===== config.mk =====
export PLATFORM = sky130hd
export DESIGN_NAME = greenhouse_actuator_advisor
export DESIGN_NICKNAME = d
export VERILOG_FILES = /design/src/hdl/gaa_pkg.sv /design/src/hdl/greenhouse_actuator_advisor.sv
export SDC_FILE = /design/constraint.sdc
export NUM_CORES = 1
export LEC_CHECK = 0
export ABC_CLOCK_PERIOD_IN_PS = 3200
export BUFFER_PORTS_ARGS = -buffer_cell sky130_fd_sc_hd__buf_2
export CORE_UTILIZATION = 55
export DETAILED_ROUTE_END_ITERATION = 10
export GPL_ROUTABILITY_DRIVEN = 0
export PLACE_DENSITY = 0.82
export SLEW_MARGIN = 20
export SYNTH_ARGS = -nofsm -noshare
export SYNTH_HDL_FRONTEND = slang
export SYNTH_SLANG_ARGS = --single-unit

===== constraint.sdc =====
create_clock -name clk -period 3.2 [get_ports clk]
set_input_delay 0.96 -clock clk [delete_from_list [all_inputs] [get_ports clk]]
set_output_delay 0.96 -clock clk [all_outputs]
set_load 0.05 [all_outputs]

===== src/hdl/gaa_pkg.sv =====
`default_nettype none

package gaa_pkg;

  localparam int HIST_DEPTH = 3;
  localparam int HIST_CNT_W = $clog2(HIST_DEPTH + 1);
  localparam int NODE_COUNT_DEF = 8;
  localparam int PREEMPT_LIGHT_DELTA_DEF = 50;
  localparam int NODE_MASK_W = 8;
  localparam int CFG_INDEX_W = 3;
  localparam int CFG_DATA_W = 16;
  localparam int IN_DATA_W = 80;
  localparam int OUT_DATA_W = 24;

  typedef enum logic [1:0] {
    KIND_OBSERVE = 2'd0,
    KIND_VISION  = 2'd1,
    KIND_EVAL    = 2'd2
  } kind_t;

  typedef enum logic [1:0] {
    ACT_NONE = 2'd0,
    ACT_ON   = 2'd1,
    ACT_OFF  = 2'd2
  } act_t;

  typedef enum logic [1:0] {
    MATCH_NONE   = 2'd0,
    MATCH_OK     = 2'd1,
    MATCH_ACTION = 2'd2
  } match_t;

  typedef enum logic [1:0] {
    TREND_NONE = 2'd0,
    TREND_RISE = 2'd1,
    TREND_FALL = 2'd2,
    TREND_FLAT = 2'd3
  } trend_t;

  typedef enum logic [CFG_INDEX_W-1:0] {
    CFG_FAN_ON_TEMP   = 3'd0,
    CFG_FAN_OFF_TEMP  = 3'd1,
    CFG_PUMP_ON_SOIL  = 3'd2,
    CFG_LED_ON_LIGHT  = 3'd3,
    CFG_DAY_START     = 3'd4,
    CFG_DAY_END       = 3'd5,
    CFG_DARK_BRIGHT   = 3'd6,
    CFG_PREEMPT_DELTA = 3'd7
  } cfg_index_t;

  typedef struct packed {
    logic [4:0]             pad;
    logic [NODE_MASK_W-1:0] offline_mask;
    logic [2:0]             actuator_bits;
    logic                   executor_ok;
    logic [7:0]             cam_brightness;
    logic                   cam_available;
    logic [4:0]             hour;
    logic                   sensor_valid;
    logic [15:0]            soil_moisture;
    logic [15:0]            light_level;
    logic signed [15:0]     temperature;
  } in_item_t;

  typedef struct packed {
    logic       pad;
    logic [3:0] anomaly_bits;
    logic       vision_backs_lamp;
    logic       preempt_lamp;
    logic       preempt_fan;
    trend_t     light_slope;
    trend_t     temp_slope;
    match_t     lamp_match;
    match_t     pump_match;
    match_t     fan_match;
    act_t       lamp_action;
    act_t       pump_action;
    act_t       fan_action;
  } result_t;

  typedef struct packed {
    logic signed [15:0] temp;
    logic [15:0]        light;
    logic [15:0]        soil;
  } sample_t;

  function automatic trend_t trend3(input logic signed [16:0] a, input logic signed [16:0] b,
                                    input logic signed [16:0] c);
    trend_t t;
    if (a < b && b < c) begin
      t = TREND_RISE;
    end else if (a > b && b > c) begin
      t = TREND_FALL;
    end else begin
      t = TREND_FLAT;
    end
    return t;
  endfunction

  function automatic match_t match_of(input act_t action, input logic exec_ok, input logic on);
    match_t m;
    if (!exec_ok || action == ACT_NONE) begin
      m = MATCH_NONE;
    end else if ((action == ACT_ON && on) || (action == ACT_OFF && !on)) begin
      m = MATCH_OK;
    end else begin
      m = MATCH_ACTION;
    end
    return m;
  endfunction

endpackage

`default_nettype wire


===== src/hdl/greenhouse_actuator_advisor.sv =====
`default_nettype none

// Advises on fan, pump and fill light from threshold rules, a daytime window,
// a three-sample sensor history and the last camera report. Requests carry a
// kind in in_tuser: observe (sensor_valid samples enter the history), vision
// (camera state is stored) and evaluate (one result request on out_*). Kind 3
// is dropped. The block takes one request per cycle while out_tready stays
// high. A request is held in the input register, where history and camera
// state are updated or the advice is computed; an evaluate result is then
// loaded into the output register, which drives out_tvalid. An evaluate
// request that finds an earlier result still held by a low out_tready waits
// in the input register and holds in_tready low until the output register
// frees. Configuration is written through cfg_*; the user must do so only
// while no request is in flight, as the block itself does not enforce it.
module greenhouse_actuator_advisor #(
  parameter int NODE_COUNT          = gaa_pkg::NODE_COUNT_DEF,
  parameter int PREEMPT_LIGHT_DELTA = gaa_pkg::PREEMPT_LIGHT_DELTA_DEF
) (
  input  wire logic                             clk,
  input  wire logic                             rst_n,
  input  wire logic                             in_tvalid,
  output logic                                  in_tready,
  // temperature, light_level, soil_moisture, sensor_valid, hour, cam_available,
  // cam_brightness, executor_ok, actuator_bits, offline_mask, zero fill
  input  wire logic [gaa_pkg::IN_DATA_W-1:0]    in_tdata,
  // kind
  input  wire logic [1:0]                       in_tuser,
  output logic                                  out_tvalid,
  input  wire logic                             out_tready,
  // fan_action, pump_action, lamp_action, fan_match, pump_match, lamp_match,
  // temp_slope, light_slope, preempt_fan, preempt_lamp, vision_backs_lamp,
  // anomaly_bits, zero fill
  output logic [gaa_pkg::OUT_DATA_W-1:0]        out_tdata,
  input  wire logic                             cfg_we,
  input  wire logic [gaa_pkg::CFG_INDEX_W-1:0]  cfg_index,
  input  wire logic [gaa_pkg::CFG_DATA_W-1:0]   cfg_wdata
);
  import gaa_pkg::*;

  logic signed [15:0] fan_on_temp_r;
  logic signed [15:0] fan_off_temp_r;
  logic [15:0]        pump_on_soil_r;
  logic [15:0]        led_on_light_r;
  logic [4:0]         day_start_r;
  logic [4:0]         day_end_r;
  logic [7:0]         dark_bright_r;
  logic [14:0]        preempt_delta_r;

  sample_t               hist_r [HIST_DEPTH];
  logic [HIST_CNT_W-1:0] hist_cnt_r;
  logic                  vision_valid_r;
  logic [7:0]            vision_level_r;

  logic     s1_v_r;
  kind_t    s1_kind_r;
  in_item_t s1_r;
  logic     out_v_r;
  result_t  out_r;
  result_t  res_nxt;

  logic out_free;
  logic s1_eval;
  logic s1_adv;
  logic full;
  logic dark_cam;
  logic lamp;
  logic node_offline;
  logic signed [17:0] fan_pre;
  logic signed [17:0] temp_ext;
  logic [16:0]        light_pre;
  sample_t            s1_sample;

  assign out_free   = !out_v_r || out_tready;
  assign s1_eval    = s1_kind_r == KIND_EVAL;
  assign s1_adv     = s1_v_r && (!s1_eval || out_free);
  assign in_tready  = !s1_v_r || s1_adv;
  assign out_tvalid = out_v_r;
  assign out_tdata  = out_r;

  assign full         = hist_cnt_r == HIST_CNT_W'(HIST_DEPTH);
  assign dark_cam     = vision_level_r < dark_bright_r;
  assign node_offline = |s1_r.offline_mask[NODE_COUNT-1:0];
  assign fan_pre      = {{2{fan_on_temp_r[15]}}, fan_on_temp_r} - {3'b000, preempt_delta_r};
  assign temp_ext     = {{2{s1_r.temperature[15]}}, s1_r.temperature};
  assign light_pre    = {1'b0, led_on_light_r} + 17'(PREEMPT_LIGHT_DELTA);
  assign s1_sample    = '{temp: s1_r.temperature, light: s1_r.light_level,
                          soil: s1_r.soil_moisture};
  assign lamp = s1_r.hour >= day_start_r && s1_r.hour < day_end_r &&
                s1_r.light_level < led_on_light_r && (!vision_valid_r || dark_cam);

  always_comb begin
    res_nxt = '0;
    if (s1_r.sensor_valid) begin
      if (s1_r.temperature > fan_on_temp_r) begin
        res_nxt.fan_action = ACT_ON;
      end else if (s1_r.temperature < fan_off_temp_r) begin
        res_nxt.fan_action = ACT_OFF;
      end
      res_nxt.pump_action = (s1_r.soil_moisture < pump_on_soil_r) ? ACT_ON : ACT_OFF;
      res_nxt.lamp_action = lamp ? ACT_ON : ACT_OFF;
      if (full) begin
        res_nxt.temp_slope  = trend3(17'(hist_r[0].temp), 17'(hist_r[1].temp),
                                     17'(hist_r[2].temp));
        res_nxt.light_slope = trend3(signed'({1'b0, hist_r[0].light}),
                                     signed'({1'b0, hist_r[1].light}),
                                     signed'({1'b0, hist_r[2].light}));
      end
      res_nxt.preempt_fan  = res_nxt.temp_slope == TREND_RISE && temp_ext >= fan_pre;
      res_nxt.preempt_lamp = res_nxt.light_slope == TREND_FALL &&
                             {1'b0, s1_r.light_level} <= light_pre;
      res_nxt.vision_backs_lamp = lamp && vision_valid_r && dark_cam;
      res_nxt.fan_match  = match_of(res_nxt.fan_action, s1_r.executor_ok,
                                    s1_r.actuator_bits[0]);
      res_nxt.pump_match = match_of(res_nxt.pump_action, s1_r.executor_ok,
                                    s1_r.actuator_bits[1]);
      res_nxt.lamp_match = match_of(res_nxt.lamp_action, s1_r.executor_ok,
                                    s1_r.actuator_bits[2]);
      if (s1_r.executor_ok && full) begin
        res_nxt.anomaly_bits[1] = s1_r.actuator_bits[0] && hist_r[2].temp >= hist_r[0].temp;
        res_nxt.anomaly_bits[2] = s1_r.actuator_bits[1] && hist_r[2].soil <= hist_r[0].soil;
        res_nxt.anomaly_bits[3] = s1_r.actuator_bits[2] && hist_r[2].light <= hist_r[0].light;
      end
    end
    res_nxt.anomaly_bits[0] = node_offline;
  end

  always_ff @(posedge clk) begin
    if (!rst_n) begin
      fan_on_temp_r   <= 16'sd300;
      fan_off_temp_r  <= 16'sd260;
      pump_on_soil_r  <= 16'd300;
      led_on_light_r  <= 16'd200;
      day_start_r     <= 5'd6;
      day_end_r       <= 5'd18;
      dark_bright_r   <= 8'd60;
      preempt_delta_r <= 15'd20;
    end else if (cfg_we) begin
      unique case (cfg_index_t'(cfg_index))
        CFG_FAN_ON_TEMP:   fan_on_temp_r   <= cfg_wdata;
        CFG_FAN_OFF_TEMP:  fan_off_temp_r  <= cfg_wdata;
        CFG_PUMP_ON_SOIL:  pump_on_soil_r  <= cfg_wdata;
        CFG_LED_ON_LIGHT:  led_on_light_r  <= cfg_wdata;
        CFG_DAY_START:     day_start_r     <= cfg_wdata[4:0];
        CFG_DAY_END:       day_end_r       <= cfg_wdata[4:0];
        CFG_DARK_BRIGHT:   dark_bright_r   <= cfg_wdata[7:0];
        CFG_PREEMPT_DELTA: preempt_delta_r <= cfg_wdata[14:0];
        default: ;
      endcase
    end
  end

  always_ff @(posedge clk) begin
    if (!rst_n) begin
      s1_v_r         <= 1'b0;
      out_v_r        <= 1'b0;
      hist_cnt_r     <= '0;
      vision_valid_r <= 1'b0;
      vision_level_r <= '0;
    end else begin
      if (in_tready) begin
        s1_v_r <= in_tvalid;
      end
      if (out_free) begin
        out_v_r <= s1_v_r && s1_eval;
      end
      if (s1_adv) begin
        case (s1_kind_r)
          KIND_OBSERVE: begin
            if (s1_r.sensor_valid && !full) begin
              hist_cnt_r <= hist_cnt_r + 1'b1;
            end
          end
          KIND_VISION: begin
            vision_valid_r <= s1_r.cam_available;
            vision_level_r <= s1_r.cam_brightness;
          end
          default: ;
        endcase
      end
    end
  end

  always_ff @(posedge clk) begin
    if (in_tready) begin
      s1_r      <= in_item_t'(in_tdata);
      s1_kind_r <= kind_t'(in_tuser);
    end
    if (out_free && s1_v_r && s1_eval) begin
      out_r <= res_nxt;
    end
    if (s1_adv && s1_kind_r == KIND_OBSERVE && s1_r.sensor_valid) begin
      if (!full) begin
        hist_r[hist_cnt_r] <= s1_sample;
      end else begin
        for (int i = 1; i < HIST_DEPTH; i++) begin
          hist_r[i-1] <= hist_r[i];
        end
        hist_r[HIST_DEPTH-1] <= s1_sample;
      end
    end
  end

  a_cnt_step: assert property (@(posedge clk) disable iff (!rst_n)
    (s1_adv && s1_kind_r == KIND_OBSERVE && s1_r.sensor_valid && !full)
    |=> hist_cnt_r == $past(hist_cnt_r) + 1'b1)
    else $error("history count did not advance on a sample");

  a_cnt_max: assert property (@(posedge clk) disable iff (!rst_n)
    hist_cnt_r <= HIST_CNT_W'(HIST_DEPTH))
    else $error("history count above depth");

  a_trend_sensor: assert property (@(posedge clk) disable iff (!rst_n)
    (out_v_r && out_r.temp_slope != TREND_NONE) |-> out_r.pump_action != ACT_NONE)
    else $error("trend given without a sensor report");

  a_preempt: assert property (@(posedge clk) disable iff (!rst_n)
    out_v_r |-> ((!out_r.preempt_fan || out_r.temp_slope == TREND_RISE) &&
                 (!out_r.preempt_lamp || out_r.light_slope == TREND_FALL)))
    else $error("preemptive flag without matching trend");

  a_vision: assert property (@(posedge clk) disable iff (!rst_n)
    (out_v_r && out_r.vision_backs_lamp) |-> out_r.lamp_action == ACT_ON)
    else $error("vision support without lamp on");

  a_match: assert property (@(posedge clk) disable iff (!rst_n)
    (out_v_r && out_r.fan_match != MATCH_NONE) |-> out_r.fan_action != ACT_NONE)
    else $error("fan match status without fan advice");

endmodule

`default_nettype wire

# == Word-level counts from Yosys, hierarchy flattened ==
# Memories as Yosys holds them, arrays and structs flattened.
# Index checks and enable logic that the tools add are counted.
# word_totals
register_bits,210
latchBits,0
ramBits,144
rom_bits,0
in_bits,106
output_inout_bits,26
word_cells,171
memories,1
# memory_table
memory,words,word_bits,rd,rd_ports_with_merged_regs,wr,line_no,text
hist_r,3,48,3,0,3,greenhouse_actuator_advisor.sv:49,sample_t hist_r [HIST_DEPTH];
# op_classes
add_sub_neg,3
n_mul,0
n_div,0
n_lt_le_gt_ge,20
n_eq_ne,18
n_shift,0
muxes,23
n_bitwise,1
reduce_logical,68
# ops
operator,n
$lt 16x16->1,7
$gt 16x16->1,5
$mux 48,1
$reduce_or 48->1,1
$le 16x16->1,2
$logic_and 1x1->1,28
$mux 2,11
$reduce_and 2->1,10
$add 16x6->17 const B,1
$ge 16x17->1,1
$le 16x17->1,1
$sub 16x16->17,1
$ge 16x16->1,1
$eq 2x2->1 const B,6
$eq 3x3->1 const B,4
$eq 2x1->1 const B,5
$logic_or 1x1->1,10
$logic_not 1->1,9
$mux 1,9
$logic_not 2->1,4
$lt 8x8->1,1
$mux 4,2
$reduce_or 8->1,1
$eq 3x2->1 const B,2
other kinds (8),10

# == Depth between registers and ports, before layout ==
# logic_depth
ltp_word,10
depth_mapped,16
ltp_nobuf,16

# == Worst setup path after synthesis ==
# Ideal clock, no wire load.
# synth_timing
path_kind,register to register
startpoint,register fan_on_temp_r[0]
endpoint,register out_r (netlist bit out_tdata[16]) (data pin)
arrival_time_ps,3163
setup_slack_ps,-228
path_stages_with_launch,17
period_less_slack_ps,3428
cell_sequence,dfxtp_1 inv_1 ha_1 fa_1 nor2b_1 o2111ai_1 and3_1 nor3_1 a41oi_1 xor2_1 ha_1 a21o_1 a2111o_1 a21oi_1 o22ai_1 a21oi_1 nor3_1
# synth_between
elab_chain_len,3
# synth_lines
item,line_no,text
start: declaration,greenhouse_actuator_advisor.sv:40,logic signed [15:0] fan_on_temp_r;
start signal: assignment,greenhouse_actuator_advisor.sv:139,CFG_FAN_ON_TEMP: fan_on_temp_r <= cfg_wdata;
$sub 16x16->17,greenhouse_actuator_advisor.sv:83,"assign fan_pre = {{2{fan_on_temp_r[15]}}, fan_on_temp_r} - {3'b000, preempt_delta_r};"
$ge 16x17->1,greenhouse_actuator_advisor.sv:108,res_nxt.preempt_fan = res_nxt.temp_slope == TREND_RISE && temp_ext >= fan_pre;
$logic_and 1x1->1,greenhouse_actuator_advisor.sv:108,
end signal: assignment,greenhouse_actuator_advisor.sv:189,out_r <= res_nxt;
end: declaration,greenhouse_actuator_advisor.sv:58,result_t out_r;
# Every way passes these cells.
# A chain may end at the register's enable or synchronous reset.

# == Final worst setup path ==
# Ends and elaborated chain as after synthesis.

==> results.json <==
{
  "wl_per_cell_um": 18.4,
  "hold_viol": 0,
  "regArea_um2": 9530,
  "reg2reg_depth": 16,
  "fp.dieArea_um2": 35400,
  "worst_slew_pin_slew_ns": 0.857,
  "drv_cap": 0,
  "syn_area_um2": 19000,
  "design_area_um2": 21700,
  "multi_input_area_um2": 8560,
  "grt_max_degree": 111,
  "synth_enable_flop_cells": 244,
  "crit_arrival_ns": 3.72,
  "vias_per_cell": 5.74,
  "slowest_stage": "a2111o_1",
  "rsz0062_at_grt": "true",
  "finClkSkew_ns": 0.0294,
  "ios": 132,
  "num-nets-final": 2331,
  "syn_nets": 2185,
  "slowest_delay_ns": 0.38,
  "gr-total-overflow": 0,
  "ant_nets": 0,
  "yosys_warnings": 0,
  "clkSlewWorstSetupHoldPaths_ns": 0.06,
  "slew_headroom_pct": 42.7,
  "floorplan.initialDensity_pct": 56.4,
  "antenna_found_initial": 0,
  "finalSetupViolCount": 1,
  "cts_buffers": 38,
  "async_flop_share_pct": 0,
  "ys_types": 69,
  "clock-sinks": 354,
  "hold_start": "preempt_delta_r[6]",
  "path_cells": "inv_2 > ha_4 > fa_2 > nor2b_4 > o2111ai_4 > and3_4 > nor3_4 > a41oi_2 > xor2_1 > ha_1 > a21o_1 > a2111o_1 > a21oi_2 > o22ai_1 > a21oi_1 > nor3_1",
  "period_needed_ns": 3.44,
  "synth_largest_area_cell": "edfxtp_1",
  "finalMaxSlewViolations": 0,
  "cp-startpoint": "fan_on_temp_r[0]",
  "worstSetupEndpointType": "flip-flop",
  "p_leak_nw": 9.23,
  "cts_buffer_depth": 3,
  "floorplan.rows": 67,
  "synth.top_cell.area_share_pct": 38.5,
  "hold_class": "flip-flop to flip-flop",
  "status": "complete, but fails checks",
  "timing.rr.start": "fan_on_temp_r[0]",
  "cp_max_fo": 3,
  "drt_iter0_drc": 1076,
  "clk_latency_ns": 0.56,
  "dpl_cell_area_um2": 20400,
  "die_y_um": 188,
  "grt_usage_pct": 25.6,
  "power_density_nw_per_um2": 469,
  "firstDrtPassIters": 5,
  "violations": "setup timing",
  "start_kind": "flip-flop",
  "root_buffer": "clkbuf_16",
  "syn_to_final_growth_pct": 13.7,
  "synth_seq_area_share_pct": 50.0,
  "pre_cts_slack_ns": -0.318,
  "port_buffers": 125,
  "grt_pass1_vias": 14100,
  "crit_type": "flip-flop to flip-flop",
  "synth_area_leaders": "edfxtp_1 38%, ha_1 16%, dfxtp_1 12%",
  "core_area_um2": 33800,
  "drc": 0,
  "vias": 14100,
  "synth.cells.most_frequent": "314 x nand2_1, 244 x edfxtp_1, 242 x ha_1, 224 x inv_1, 110 x dfxtp_1",
  "yosysMostFrequentCell": "nand2_1",
  "h-tree-depth": 2,
  "tritoncts": "yes",
  "post-route-period-util_pct": 108,
  "ys_seq_elements": 354,
  "synthCells": 1836,
  "vdd_drop_max_v": 0.000475,
  "grt_pass1_wl_mm": 71.3,
  "drive_gt1_share_pct": 12.5,
  "fillCellCount": 2490,
  "hold_ws_ns": 0.465,
  "hpwl_mm": 32.6,
  "synth_ff_type": "edfxtp_1",
  "required_ns": 3.48,
  "max_clock_freq_mhz": 291,
  "holdPathStages": 2,
  "syn_avg_cell_area_um2": 10.4,
  "die_width_um": 188,
  "postLayoutCoreUtil_pct": 64.1,
  "setup_slack_ns": -0.242,
  "wl_mm": 45.3
}
==> area by class of cell <==
type,count,area share [%]
antenna,1,0.0116
sequential,354,44.0
tap,448,2.59
clock buffer,45,4.65
inverter,224,3.88
timing repair buffer,159,4.36
clock inverter,24,0.953
multi-input combinational,1205,39.5
==> cells in the final DEF, fill, tap and decap left out, drive strengths merged, types with 18 or more instances in the layout <==
cell type,count
buf,159
mux2i,20
nor2b,33
nand4,37
clkinv,19
a21o,40
xnor2,19
edfxtp,244
dfxtp,110
o211ai,29
clkbuf,45
ha,242
a21oi,62
a21boi,70
nand2,314
nand3,24
o21ai,100
inv,226
nand2b,18
nor2,41
==> per-layer routing <==
metal / wire length, um / GRT usage (%) / up-vias
li1: - / - / 6784
met1: 18600 / 32.1 / 6692
met2: 21200 / 42.5 / 532
met3: 3670 / 5.37 / 124
met4: 1890 / 11.4 / 0
met5: 0 / 0 / -
==> worst max-delay path: cells and delay by family (launching register included) <==
family | cells | cell delay, ns
AOI/OAI and AO/OA | 7 | 1.16
adders and majority gates | 3 | 0.83
and+or+nand+nor | 4 | 0.62
DFF | 1 | 0.33
xor gates and xnor gates | 1 | 0.18
buffers and inverters | 1 | 0.04
==> worst paths after layout <==
check	slack (ns)	endpoint
hold reg to reg	0.47	preempt_delta_r[6]
setup reg to reg	-0.24	out_tdata[16]
setup / recovery	-0.24	out_tdata[16]
hold / removal	0.47	preempt_delta_r[6]
==> cells by family (layout without fill, tap and decap cells) <==
family                     after synthesis  count (layout)  share of synthesized area, %
adders and majority gates              243             243                          16.0
other                                    1               2                        0.0197
and+or+nand+nor                        526             526                          12.5
xor gates and xnor gates                26              26                          1.20
DFF                                    354             354                          50.0
muxes                                   20              20                          1.05
AOI/OAI and AO/OA                      389             389                          13.7
buffers and inverters                  277             452                          5.55
==> registers in the layout, indices dropped and copies added, names as in the netlist <==
name / count
dark_bright_r: 8
day_end_r: 5
day_start_r: 5
fan_off_temp_r: 16
fan_on_temp_r: 16
hist_cnt_r: 2
hist_r: 144
led_on_light_r: 16
out_tdata: 23
out_tvalid: 1
preempt_delta_r: 15
pump_on_soil_r: 16
s1_kind_r: 2
s1_r: 75
s1_v_r: 1
vision_level_r: 8
vision_valid_r: 1
==> what timing repair did <==
item	4_1_cts	5_1_grt
hold buffers	0	0
setup buffers	1	1
resized for setup	6	7
setup endpoints to repair	2	2
pin swaps	7	3
==> stage by stage <==
stage / instances / TNS, ns / power (mW)
floorplan: 1836 / -0.0855 / 5.62
global placement: 2388 / -0.286 / 5.87
detailed placement: 2388 / -0.318 / 5.92
CTS: 2458 / -0.176 / 10.2
global route: 2459 / -0.351 / 10.5
finish: 2460 / -0.242 / 10.1
==> where the power goes <==
group	leakage (nW)	internal (mW)	switching (mW)
sequential	3.24	4.99	0.0970
combinational	5.40	0.332	0.443
clock	0.599	2.44	1.85
total	9.23	7.76	2.39
Note: power is estimated with default switching activity, not from simulation.
